<file path="src/rtl/sid_pkg.sv">
// Shared types and constants for the set intersection block.
// No dependencies; used by every module under rtl.
package sid_pkg;

	// List sizing
	localparam int LIST_DEPTH = 32;
	localparam int CNT_W      = $clog2(LIST_DEPTH + 1);
	localparam int IDX_W      = (LIST_DEPTH > 1) ? $clog2(LIST_DEPTH) : 1;
	localparam int VAL_W      = 32;

	// Command codes on the input tuser field
	localparam logic [1:0] CMD_LOAD_A  = 2'd0;
	localparam logic [1:0] CMD_LOAD_B  = 2'd1;
	localparam logic [1:0] CMD_COMPUTE = 2'd2;

	// Classified operation carried through the queue
	typedef enum logic [1:0] {
		OP_LOAD_A  = 2'd0,
		OP_LOAD_B  = 2'd1,
		OP_COMPUTE = 2'd2
	} op_t;

	typedef struct packed {
		op_t              op;
		logic [VAL_W-1:0] value;
	} item_t;

	// Queue handshake between front and back
	typedef struct packed {
		logic  valid;
		item_t item;
	} q_push_t;

	typedef struct packed {
		logic  valid;
		item_t item;
	} q_head_t;

endpackage

</file>
<file path="src/rtl/set_intersection_distinct.sv">
// Top level of the set intersection block: input stage, queue and back end.
// Depends on sid_pkg, sid_front, sid_fifo and sid_back.
//
// Loads two lists of signed 32-bit values (s_tuser 0 or 1) and on a compute
// word (s_tuser 2) emits each value of the first list that also occurs in the
// second, once, in first-list order; m_tuser[0] is found, m_tuser[1] the
// overflow flag, m_tlast marks the final word, and an empty result gives one
// marker word with found low. Code 3 is accepted and ignored. Appends are
// taken at one word per cycle while no compute or result output is running.
// A compute reads each first-list entry, scans the second list for it and,
// on a match, scans the results so far; its speed is set by the single
// registered read port of each list memory and a separate read state and
// compare state per entry. Words queued behind a compute wait until its
// last result is loaded. No clearing pass after reset.
module set_intersection_distinct import sid_pkg::*; (
	input  logic             clk,
	input  logic             arst_n,
	input  logic             s_tvalid,
	output logic             s_tready,
	input  logic [VAL_W-1:0] s_tdata,   // value
	input  logic [1:0]       s_tuser,   // cmd
	output logic             m_tvalid,
	input  logic             m_tready,
	output logic [VAL_W-1:0] m_tdata,   // value_res
	output logic [1:0]       m_tuser,   // found, overflow
	output logic             m_tlast
);

	q_push_t push;
	q_head_t head;
	logic    push_ready;
	logic    pop;

	sid_front u_front (
		.clk        (clk),
		.arst_n     (arst_n),
		.s_tvalid   (s_tvalid),
		.s_tready   (s_tready),
		.s_tdata    (s_tdata),
		.s_tuser    (s_tuser),
		.push       (push),
		.push_ready (push_ready)
	);

	sid_fifo u_fifo (
		.clk        (clk),
		.arst_n     (arst_n),
		.push       (push),
		.push_ready (push_ready),
		.head       (head),
		.pop        (pop)
	);

	sid_back u_back (
		.clk      (clk),
		.arst_n   (arst_n),
		.head     (head),
		.pop      (pop),
		.m_tvalid (m_tvalid),
		.m_tready (m_tready),
		.m_tdata  (m_tdata),
		.m_tuser  (m_tuser),
		.m_tlast  (m_tlast)
	);

endmodule

</file>
<file path="src/rtl/sid_front.sv">
// Input stage: registers each stream word, classifies the command and drops
// unused codes before they reach the queue. Depends on sid_pkg.
module sid_front import sid_pkg::*; (
	input  logic             clk,
	input  logic             arst_n,
	input  logic             s_tvalid,
	output logic             s_tready,
	input  logic [VAL_W-1:0] s_tdata,   // value
	input  logic [1:0]       s_tuser,   // cmd
	output q_push_t          push,
	input  logic             push_ready
);

	logic  valid_s1;
	logic  keep_s1;
	item_t item_s1;
	logic  advance;
	logic  keep_in;
	op_t   op_in;

	// Decode the command of the incoming word
	always_comb begin
		keep_in = 1'b1;
		op_in   = OP_LOAD_A;
		unique case (s_tuser)
			CMD_LOAD_A:  op_in = OP_LOAD_A;
			CMD_LOAD_B:  op_in = OP_LOAD_B;
			CMD_COMPUTE: op_in = OP_COMPUTE;
			default:     keep_in = 1'b0;
		endcase
	end

	// Stage moves on when its word is pushed or is a dropped code
	assign advance  = valid_s1 && (!keep_s1 || push_ready);
	assign s_tready = !valid_s1 || advance;

	always_ff @(posedge clk or negedge arst_n) begin
		if (!arst_n) begin
			valid_s1 <= 1'b0;
		end else if (s_tready) begin
			valid_s1 <= s_tvalid;
		end
	end

	always_ff @(posedge clk) begin
		if (s_tready && s_tvalid) begin
			keep_s1       <= keep_in;
			item_s1.op    <= op_in;
			item_s1.value <= s_tdata;
		end
	end

	assign push.valid = valid_s1 && keep_s1;
	assign push.item  = item_s1;

endmodule

</file>
<file path="src/rtl/sid_fifo.sv">
// Two-entry queue of classified operations between front and back.
// Depends on sid_pkg.
module sid_fifo import sid_pkg::*; (
	input  logic    clk,
	input  logic    arst_n,
	input  q_push_t push,
	output logic    push_ready,
	output q_head_t head,
	input  logic    pop
);

	item_t      mem_q [2];
	logic       wr_ptr_q;
	logic       rd_ptr_q;
	logic [1:0] count_q;
	logic       do_push;
	logic       do_pop;

	assign push_ready = (count_q != 2'd2);
	assign do_push    = push.valid && push_ready;
	assign do_pop     = pop && (count_q != 2'd0);

	// Pointers and fill level
	always_ff @(posedge clk or negedge arst_n) begin
		if (!arst_n) begin
			wr_ptr_q <= 1'b0;
			rd_ptr_q <= 1'b0;
			count_q  <= 2'd0;
		end else begin
			if (do_push) wr_ptr_q <= ~wr_ptr_q;
			if (do_pop)  rd_ptr_q <= ~rd_ptr_q;
			case ({do_push, do_pop})
				2'b10:   count_q <= count_q + 2'd1;
				2'b01:   count_q <= count_q - 2'd1;
				default: count_q <= count_q;
			endcase
		end
	end

	always_ff @(posedge clk) begin
		if (do_push) mem_q[wr_ptr_q] <= push.item;
	end

	assign head.valid = (count_q != 2'd0);
	assign head.item  = mem_q[rd_ptr_q];

endmodule

</file>
<file path="src/rtl/sid_back.sv">
// Back end: list memories, intersection sequencer and output register.
// Depends on sid_pkg.
module sid_back import sid_pkg::*; (
	input  logic             clk,
	input  logic             arst_n,
	input  q_head_t          head,
	output logic             pop,
	output logic             m_tvalid,
	input  logic             m_tready,
	output logic [VAL_W-1:0] m_tdata,   // value_res
	output logic [1:0]       m_tuser,   // found, overflow
	output logic             m_tlast
);

	typedef enum logic [8:0] {
		S_IDLE   = 9'b000000001,
		S_F_RD   = 9'b000000010,
		S_F_LD   = 9'b000000100,
		S_S_RD   = 9'b000001000,
		S_S_CMP  = 9'b000010000,
		S_E_RD   = 9'b000100000,
		S_E_CMP  = 9'b001000000,
		S_OUT_RD = 9'b010000000,
		S_OUT_LD = 9'b100000000
	} state_t;

	state_t state_q;

	logic [VAL_W-1:0] first_mem  [LIST_DEPTH];
	logic [VAL_W-1:0] second_mem [LIST_DEPTH];
	logic [VAL_W-1:0] emit_mem   [LIST_DEPTH];
	logic [VAL_W-1:0] first_rd_q;
	logic [VAL_W-1:0] second_rd_q;
	logic [VAL_W-1:0] emit_rd_q;

	logic [CNT_W-1:0] first_cnt_q;
	logic [CNT_W-1:0] second_cnt_q;
	logic [CNT_W-1:0] emit_cnt_q;
	logic [CNT_W-1:0] i_q;
	logic [CNT_W-1:0] j_q;
	logic [CNT_W-1:0] k_q;
	logic [VAL_W-1:0] cand_q;
	logic             ovf_q;

	logic             out_valid_q;
	logic [VAL_W-1:0] out_value_q;
	logic             out_found_q;
	logic             out_last_q;
	logic             out_ovf_q;

	logic             out_free;
	logic             wr_first;
	logic             wr_second;
	logic             wr_emit;
	logic             first_full;
	logic             second_full;
	logic             emit_empty;
	logic             is_final;

	assign out_free    = !out_valid_q || m_tready;
	assign first_full  = (first_cnt_q == CNT_W'(LIST_DEPTH));
	assign second_full = (second_cnt_q == CNT_W'(LIST_DEPTH));
	assign emit_empty  = (emit_cnt_q == '0);
	assign is_final    = emit_empty || ((k_q + CNT_W'(1)) == emit_cnt_q);

	assign pop       = (state_q == S_IDLE) && head.valid;
	assign wr_first  = pop && (head.item.op == OP_LOAD_A) && !first_full;
	assign wr_second = pop && (head.item.op == OP_LOAD_B) && !second_full;
	assign wr_emit   = (state_q == S_E_RD) && (k_q == emit_cnt_q);

	// Memories: one write and one registered read each, read every cycle
	always_ff @(posedge clk) begin
		if (wr_first)  first_mem[first_cnt_q[IDX_W-1:0]]   <= head.item.value;
		if (wr_second) second_mem[second_cnt_q[IDX_W-1:0]] <= head.item.value;
		if (wr_emit)   emit_mem[emit_cnt_q[IDX_W-1:0]]     <= cand_q;
		first_rd_q  <= first_mem[i_q[IDX_W-1:0]];
		second_rd_q <= second_mem[j_q[IDX_W-1:0]];
		emit_rd_q   <= emit_mem[k_q[IDX_W-1:0]];
	end

	// Sequencer: appends in idle, then scans first x second x emitted, then loads the result words
	always_ff @(posedge clk or negedge arst_n) begin
		if (!arst_n) begin
			state_q      <= S_IDLE;
			first_cnt_q  <= '0;
			second_cnt_q <= '0;
			emit_cnt_q   <= '0;
			i_q          <= '0;
			j_q          <= '0;
			k_q          <= '0;
			ovf_q        <= 1'b0;
		end else begin
			unique case (state_q)
				S_IDLE: begin
					if (head.valid) begin
						unique case (head.item.op)
							OP_LOAD_A: begin
								if (first_full) ovf_q <= 1'b1;
								else first_cnt_q <= first_cnt_q + CNT_W'(1);
							end
							OP_LOAD_B: begin
								if (second_full) ovf_q <= 1'b1;
								else second_cnt_q <= second_cnt_q + CNT_W'(1);
							end
							OP_COMPUTE: begin
								i_q        <= '0;
								emit_cnt_q <= '0;
								state_q    <= S_F_RD;
							end
							default: ;
						endcase
					end
				end
				S_F_RD: begin
					if (i_q == first_cnt_q) begin
						k_q     <= '0;
						state_q <= S_OUT_RD;
					end else begin
						state_q <= S_F_LD;
					end
				end
				S_F_LD: begin
					cand_q  <= first_rd_q;
					j_q     <= '0;
					state_q <= S_S_RD;
				end
				S_S_RD: begin
					if (j_q == second_cnt_q) begin
						i_q     <= i_q + CNT_W'(1);
						state_q <= S_F_RD;
					end else begin
						state_q <= S_S_CMP;
					end
				end
				S_S_CMP: begin
					if (second_rd_q == cand_q) begin
						k_q     <= '0;
						state_q <= S_E_RD;
					end else begin
						j_q     <= j_q + CNT_W'(1);
						state_q <= S_S_RD;
					end
				end
				S_E_RD: begin
					// not yet emitted: store it and move to the next candidate
					if (k_q == emit_cnt_q) begin
						emit_cnt_q <= emit_cnt_q + CNT_W'(1);
						i_q        <= i_q + CNT_W'(1);
						state_q    <= S_F_RD;
					end else begin
						state_q <= S_E_CMP;
					end
				end
				S_E_CMP: begin
					if (emit_rd_q == cand_q) begin
						i_q     <= i_q + CNT_W'(1);
						state_q <= S_F_RD;
					end else begin
						k_q     <= k_q + CNT_W'(1);
						state_q <= S_E_RD;
					end
				end
				S_OUT_RD: begin
					state_q <= S_OUT_LD;
				end
				S_OUT_LD: begin
					if (out_free) begin
						if (is_final) begin
							first_cnt_q  <= '0;
							second_cnt_q <= '0;
							emit_cnt_q   <= '0;
							ovf_q        <= 1'b0;
							state_q      <= S_IDLE;
						end else begin
							k_q     <= k_q + CNT_W'(1);
							state_q <= S_OUT_RD;
						end
					end
				end
				default: state_q <= S_IDLE;
			endcase
		end
	end

	// Output word valid: set on load, cleared once taken
	always_ff @(posedge clk or negedge arst_n) begin
		if (!arst_n) begin
			out_valid_q <= 1'b0;
		end else if ((state_q == S_OUT_LD) && out_free) begin
			out_valid_q <= 1'b1;
		end else if (m_tready) begin
			out_valid_q <= 1'b0;
		end
	end

	// Output word payload; marker word when nothing matched
	always_ff @(posedge clk) begin
		if ((state_q == S_OUT_LD) && out_free) begin
			out_value_q <= emit_empty ? '0 : emit_rd_q;
			out_found_q <= !emit_empty;
			out_last_q  <= is_final;
			out_ovf_q   <= ovf_q;
		end
	end

	assign m_tvalid = out_valid_q;
	assign m_tdata  = out_value_q;
	assign m_tuser  = {out_ovf_q, out_found_q};
	assign m_tlast  = out_last_q;

	// Checks
	a_cnt_range: assert property (@(posedge clk) disable iff (!arst_n)
		(first_cnt_q <= CNT_W'(LIST_DEPTH)) && (second_cnt_q <= CNT_W'(LIST_DEPTH)))
		else $error("list count beyond depth");

	a_emit_bound: assert property (@(posedge clk) disable iff (!arst_n)
		emit_cnt_q <= first_cnt_q)
		else $error("more results than first-list entries");

	a_out_source: assert property (@(posedge clk) disable iff (!arst_n)
		$rose(out_valid_q) |-> $past(state_q) == S_OUT_LD)
		else $error("output word raised outside the output phase");

	a_marker_last: assert property (@(posedge clk) disable iff (!arst_n)
		(out_valid_q && !out_found_q) |-> out_last_q)
		else $error("empty marker word not flagged last");

endmodule

</file>
<file path="config.mk">
export PLATFORM = sky130hd
export DESIGN_NAME = set_intersection_distinct
export DESIGN_NICKNAME = d
export VERILOG_FILES = /design/src/rtl/sid_pkg.sv /design/src/rtl/set_intersection_distinct.sv /design/src/rtl/sid_front.sv /design/src/rtl/sid_fifo.sv /design/src/rtl/sid_back.sv
export SDC_FILE = /design/constraint.sdc
export NUM_CORES = 2
export LEC_CHECK = 0
export BUFFER_PORTS_ARGS = -buffer_cell sky130_fd_sc_hd__buf_2
export CORE_MARGIN = 3
export CORE_UTILIZATION = 50
export CTS_CLUSTER_SIZE = 12
export DETAILED_ROUTE_END_ITERATION = 12
export MAX_ROUTING_LAYER = met4
export PLACE_DENSITY = 0.65
export SLEW_MARGIN = 0
export SYNTH_ARGS = -nofsm -noshare
export SYNTH_HDL_FRONTEND = slang
export SYNTH_HIERARCHICAL = 1
export SYNTH_SLANG_ARGS = --single-unit
</file>
<file path="constraint.sdc">
create_clock -name clk -period 7.9 [get_ports clk]
set_input_delay 1.185 -clock clk [delete_from_list [all_inputs] [get_ports clk]]
set_output_delay 1.185 -clock clk [all_outputs]
set_load 0.02 [all_outputs]
</file>
==> PnR_summary.wiki <==
{| class="wikitable"
! Metric !! Value
|-
| H-tree depth reported by CTS || 5
|-
| Worst reg2reg endpoint || u_back/emit_rd_q[28]
|-
| Worst endpoint data arrival time || 5.39 ns
|-
| Detail-routed net length per standard cell || 31.4 um
|-
| PostCTS Resize Cnt || 0
|-
| Cell type group with the largest total delay on the critical path || buffers and inverters
|-
| Final total negative setup slack || 0 ns
|-
| Seq cells post-synth || 3390
|-
| Fraction of synthesized area in multiplexers || 17.8%
|-
| Crit. End Element || register
|-
| Highest routed metal layer || met4
|-
| Status || finished clean
|-
| Clock Power Share || 37.1%
|-
| First-pass GRT wire length || 425 mm
|-
| Initial cell density of the core || 50.4%
|-
| Hold Violations, Final || 0
|-
| Placeable core region || 0.255 mm2
|-
| CTS tree || built
|-
| Area share of fa/ha/maj cells after synthesis || 0.156%
|-
| Gpl congestion || 0.795
|-
| Iter 0 DRT Violations || 6756
|-
| Number of max-cap violations || 0
|-
| Share of layout cells above drive strength 1 || 31.6%
|-
| CTS root buf || sky130_fd_sc_hd__clkbuf_16
|-
| Synthesis Warnings || 6
|-
| Final nets || 5748
|-
| Count of buffering cells on the critical path with inverters included || 3
|-
| Internal Power || 31.1 mW
|-
| Slack of the worst reg-to-reg path || 3.24 ns
|-
| Mean instance size in the synthesized netlist || 24.0 um2
|-
| Routed metal-1 wirelength || 120 mm
|-
| Number of core rows || 185
|-
| Number of nets still failing antenna checks after routing || 0
|-
| Ports placed on the boundary || 75
|-
| Area enclosed by the die boundary || 0.263 mm2
|-
| Number of hold buffers added after cts || 0
|-
| Time the final worst path needs with I/O delays and setup || 4.66 ns
|-
| Fraction of the mapped netlist area in simple logic gates || 1.69%
|-
| Area growth from synthesis to layout || 12.4%
|-
| Synthesized-area fraction occupied by xor and xnor cells || 0.668%
|-
| Routed vias/inst || 6.17
|-
| Post-synthesis compound-gate area fraction || 0.406%
|-
| Setup-failing EPs final || 0
|-
| Main combinational cell family by area after synthesis || multiplexers
|-
| Most frequent cells in the layout || 3242 x sky130_fd_sc_hd__edfxtp_1, 960 x sky130_fd_sc_hd__mux4_2, 357 x sky130_fd_sc_hd__clkbuf_16, 162 x sky130_fd_sc_hd__buf_4, 144 x sky130_fd_sc_hd__nand2_1
|-
| Vias in the first global route || 58600
|-
| Clock network latency to the later pin of the worst-skew pair || 0.89 ns
|-
| Switching part of the total power || 23.6%
|-
| Critical Path End || u_back/emit_rd_q[28]
|-
| Worst slack on hold paths || 0.401 ns
|-
| Residual overflow from global routing || 0
|-
| Power spent charging and discharging nets || 9.57 mW
|-
| Number of buffer cells added on primary ports || 74
|-
| TritonCTS buffer count || 351
|-
| Clk sink count || 3390
|-
| Comb pwr share || 9.3%
|-
| Critical path depth || 6
|-
| Skew final || 0.0561 ns
|-
| Synth async-reset ratio || 1.53%
|-
| Worst-path maximum fanout || 105
|-
| Number of enable flip-flop cells after synthesis || 3242
|-
| Met3 routed WL || 20.7 mm
|-
| Main flop type after synthesis || sky130_fd_sc_hd__edfxtp_1
|-
| Count of TritonRoute iterations in the first routing pass || 7
|-
| Die Width || 513 um
|-
| Final critical-path share of the clock period || 59.0%
|-
| Peak ir drop on the vdd network || 0.307 mV
|-
| Worst slew margin relative to its limit || 8.92%
|-
| Startpoint-to-endpoint class of the critical path || register to register
|-
| Clock transition at the register clock pins on the worst setup and hold paths after CTS || 0.06 ns
|-
| Most common library cell in the layout ignoring fill and taps || sky130_fd_sc_hd__edfxtp_1
|-
| Setup repair after global routing missed its margin || no
|-
| Peak per-stage delay on the critical path || 0.90 ns
|-
| Postcts setup bufs || 0
|-
| Number of cells traversed by the worst register-to-register path || 6
|-
| Required time of the critical path || 8.63 ns
|-
| Routed via count || 57400
|-
| Vertical extent of the die || 513 um
|-
| Launch point of the critical path || u_back/k_q[0]
|-
| Post-Syn Area || 0.128 mm2
|-
| Synth unique cells || 78
|-
| Number of buffers between clock root and the deepest sink || 4
|-
| Slew Limit Fails || 0
|-
| Remaining DRCs || 0
|-
| RR Startpoint || u_back/k_q[0]
|-
| Slew at the pin closest to its max-slew limit || 1.36 ns
|-
| Static leakage || 43.7 nW
|-
| Initial antenna violation count || 13
|-
| Final HPWL from detailed placement || 159 mm
|-
| Number of standard cells after synthesis || 5356
|-
| Ordered list of cells on the worst path || buf_12 -> buf_12 -> buf_4 -> mux4_2 -> mux4_2 -> mux2_2
|-
| Sequential-to-total area share from yosys stat || 78.4%
|-
| Class of the worst hold path || register to register
|-
| Cell with the largest stage delay on the worst path || sky130_fd_sc_hd__dfrtp_4
|-
| Overall Global Routing Usage || 23.1%
|-
| Met2 routed WL || 145 mm
|-
| Total nets after synthesis || 5410
|-
| Final wirelength || 292 mm
|-
| Power density relative to cell area || 282 mW/mm2
|-
| Highest achievable clock rate || 215 MHz
|-
| Setup crit start kind || register
|-
| Maximum number of pins on one net before global-route repair || 169
|-
| Sequential fraction of design power || 53.5%
|}
-- how the worst min path moves through the flow --
stage,startpoint,to,cells after the start
floorplan,u_back/first_rd_q[0],u_back/cand_q[0],0
global placement,u_back/first_rd_q[29],u_back/cand_q[29],0
detailed placement,u_back/first_rd_q[1],u_back/cand_q[1],0
CTS,arst_n,u_fifo/count_q[0],1
global route,u_back/first_rd_q[24],u_back/cand_q[24],0
finish,u_back/first_rd_q[9],u_back/cand_q[9],0
-- flip-flops by register name (all words and copies together) (netlist names), 34 cells and up --
signal,cells
u_front/push,34
u_back/second_mem,1024
u_back/emit_mem,1024
u_fifo/mem_q,68
u_back/first_mem,1024
-- layout make-up --
cell class / count / area, um2
Antenna cell: 4 / 10.0
Clock buffer: 497 / 9580
Clock inverter: 97 / 742
Fill cell: 18200 / 110000
Inverter: 20 / 77.6
Multi-Input combinational cell: 1687 / 27300
Sequential cell: 3390 / 101000
Tap cell: 3366 / 4210
Timing Repair Buffer: 244 / 1760
-- worst reg2reg max path, stage by stage (launching register included) --
cell                      delay (ns)
sky130_fd_sc_hd__dfrtp_4        0.90
sky130_fd_sc_hd__buf_12         0.66
sky130_fd_sc_hd__buf_12         0.83
sky130_fd_sc_hd__buf_4          0.75
sky130_fd_sc_hd__mux4_2         0.63
sky130_fd_sc_hd__mux4_2         0.52
sky130_fd_sc_hd__mux2_2         0.28
-- power groups by stage --
stage	Clock [mW]	Combinational (mW)	Sequential, mW
floorplan	0	2.24	21.9
global placement	0	3.66	22.1
detailed placement	0	3.81	22.1
CTS	15.4	3.82	21.8
global route	16.1	4.07	21.8
finish	15.1	3.80	21.7
-- cells by family after synthesis --
family,count (synthesis)
AO/OA/AOI/OAI,77
XOR/XNOR,97
adder cells (fa/ha/maj),16
buffers and inverters,279
flip-flops,3390
multiplexers,1064
AND/OR/NAND/NOR,433
-- stage by stage --
stage	std cells	area (um2)	total power, mW	setup slack, ns	util, %
after floorplan	5356	128000	24.2	4.39	-
after global placement	8707	134000	25.8	3.14	52.6
after detailed placement	8707	134000	25.9	3.09	52.6
after CTS	9301	144000	41.0	3.10	56.7
after global routing	9304	144000	41.9	2.75	56.7
final	9305	144000	40.6	3.24	56.7
-- synthesized netlist by cell type, types with 8 or more instances --
| master | instances | area, um2 |
|---|---|---|
| sky130_fd_sc_hd__nor2_1 | 131 | 492 |
| sky130_fd_sc_hd__dfxtp_1 | 96 | 1920 |
| sky130_fd_sc_hd__mux4_2 | 960 | 21600 |
| sky130_fd_sc_hd__dfrtp_1 | 51 | 1280 |
| sky130_fd_sc_hd__nand2_1 | 144 | 541 |
| sky130_fd_sc_hd__xor2_1 | 48 | 420 |
| sky130_fd_sc_hd__ha_1 | 16 | 200 |
| sky130_fd_sc_hd__nand4_1 | 20 | 125 |
| sky130_fd_sc_hd__mux2_2 | 96 | 1080 |
| sky130_fd_sc_hd__xnor2_1 | 48 | 420 |
| sky130_fd_sc_hd__and3_1 | 8 | 50.1 |
| sky130_fd_sc_hd__nand3b_1 | 9 | 67.6 |
| sky130_fd_sc_hd__o21ai_0 | 10 | 50.1 |
| sky130_fd_sc_hd__o21ai_1 | 25 | 125 |
| sky130_fd_sc_hd__nor3_1 | 9 | 45.0 |
| sky130_fd_sc_hd__buf_2 | 81 | 405 |
| sky130_fd_sc_hd__nor4_1 | 11 | 68.8 |
| sky130_fd_sc_hd__inv_1 | 19 | 71.3 |
| sky130_fd_sc_hd__edfxtp_1 | 3242 | 97400 |
| sky130_fd_sc_hd__nor2b_1 | 9 | 56.3 |
| sky130_fd_sc_hd__buf_1 | 39 | 146 |
| sky130_fd_sc_hd__nand3_1 | 16 | 80.1 |
| sky130_fd_sc_hd__clkbuf_1 | 129 | 484 |
| sky130_fd_sc_hd__and2_1 | 34 | 213 |
-- routing by layer --
layer	vias to the layer above	global-route usage, %
met1	31300	32.5
met4	0	5.13
met3	396	3.40
met2	2278	36.3
li1	23400	-
met5	-	-
(Power assumes the default switching activity.)
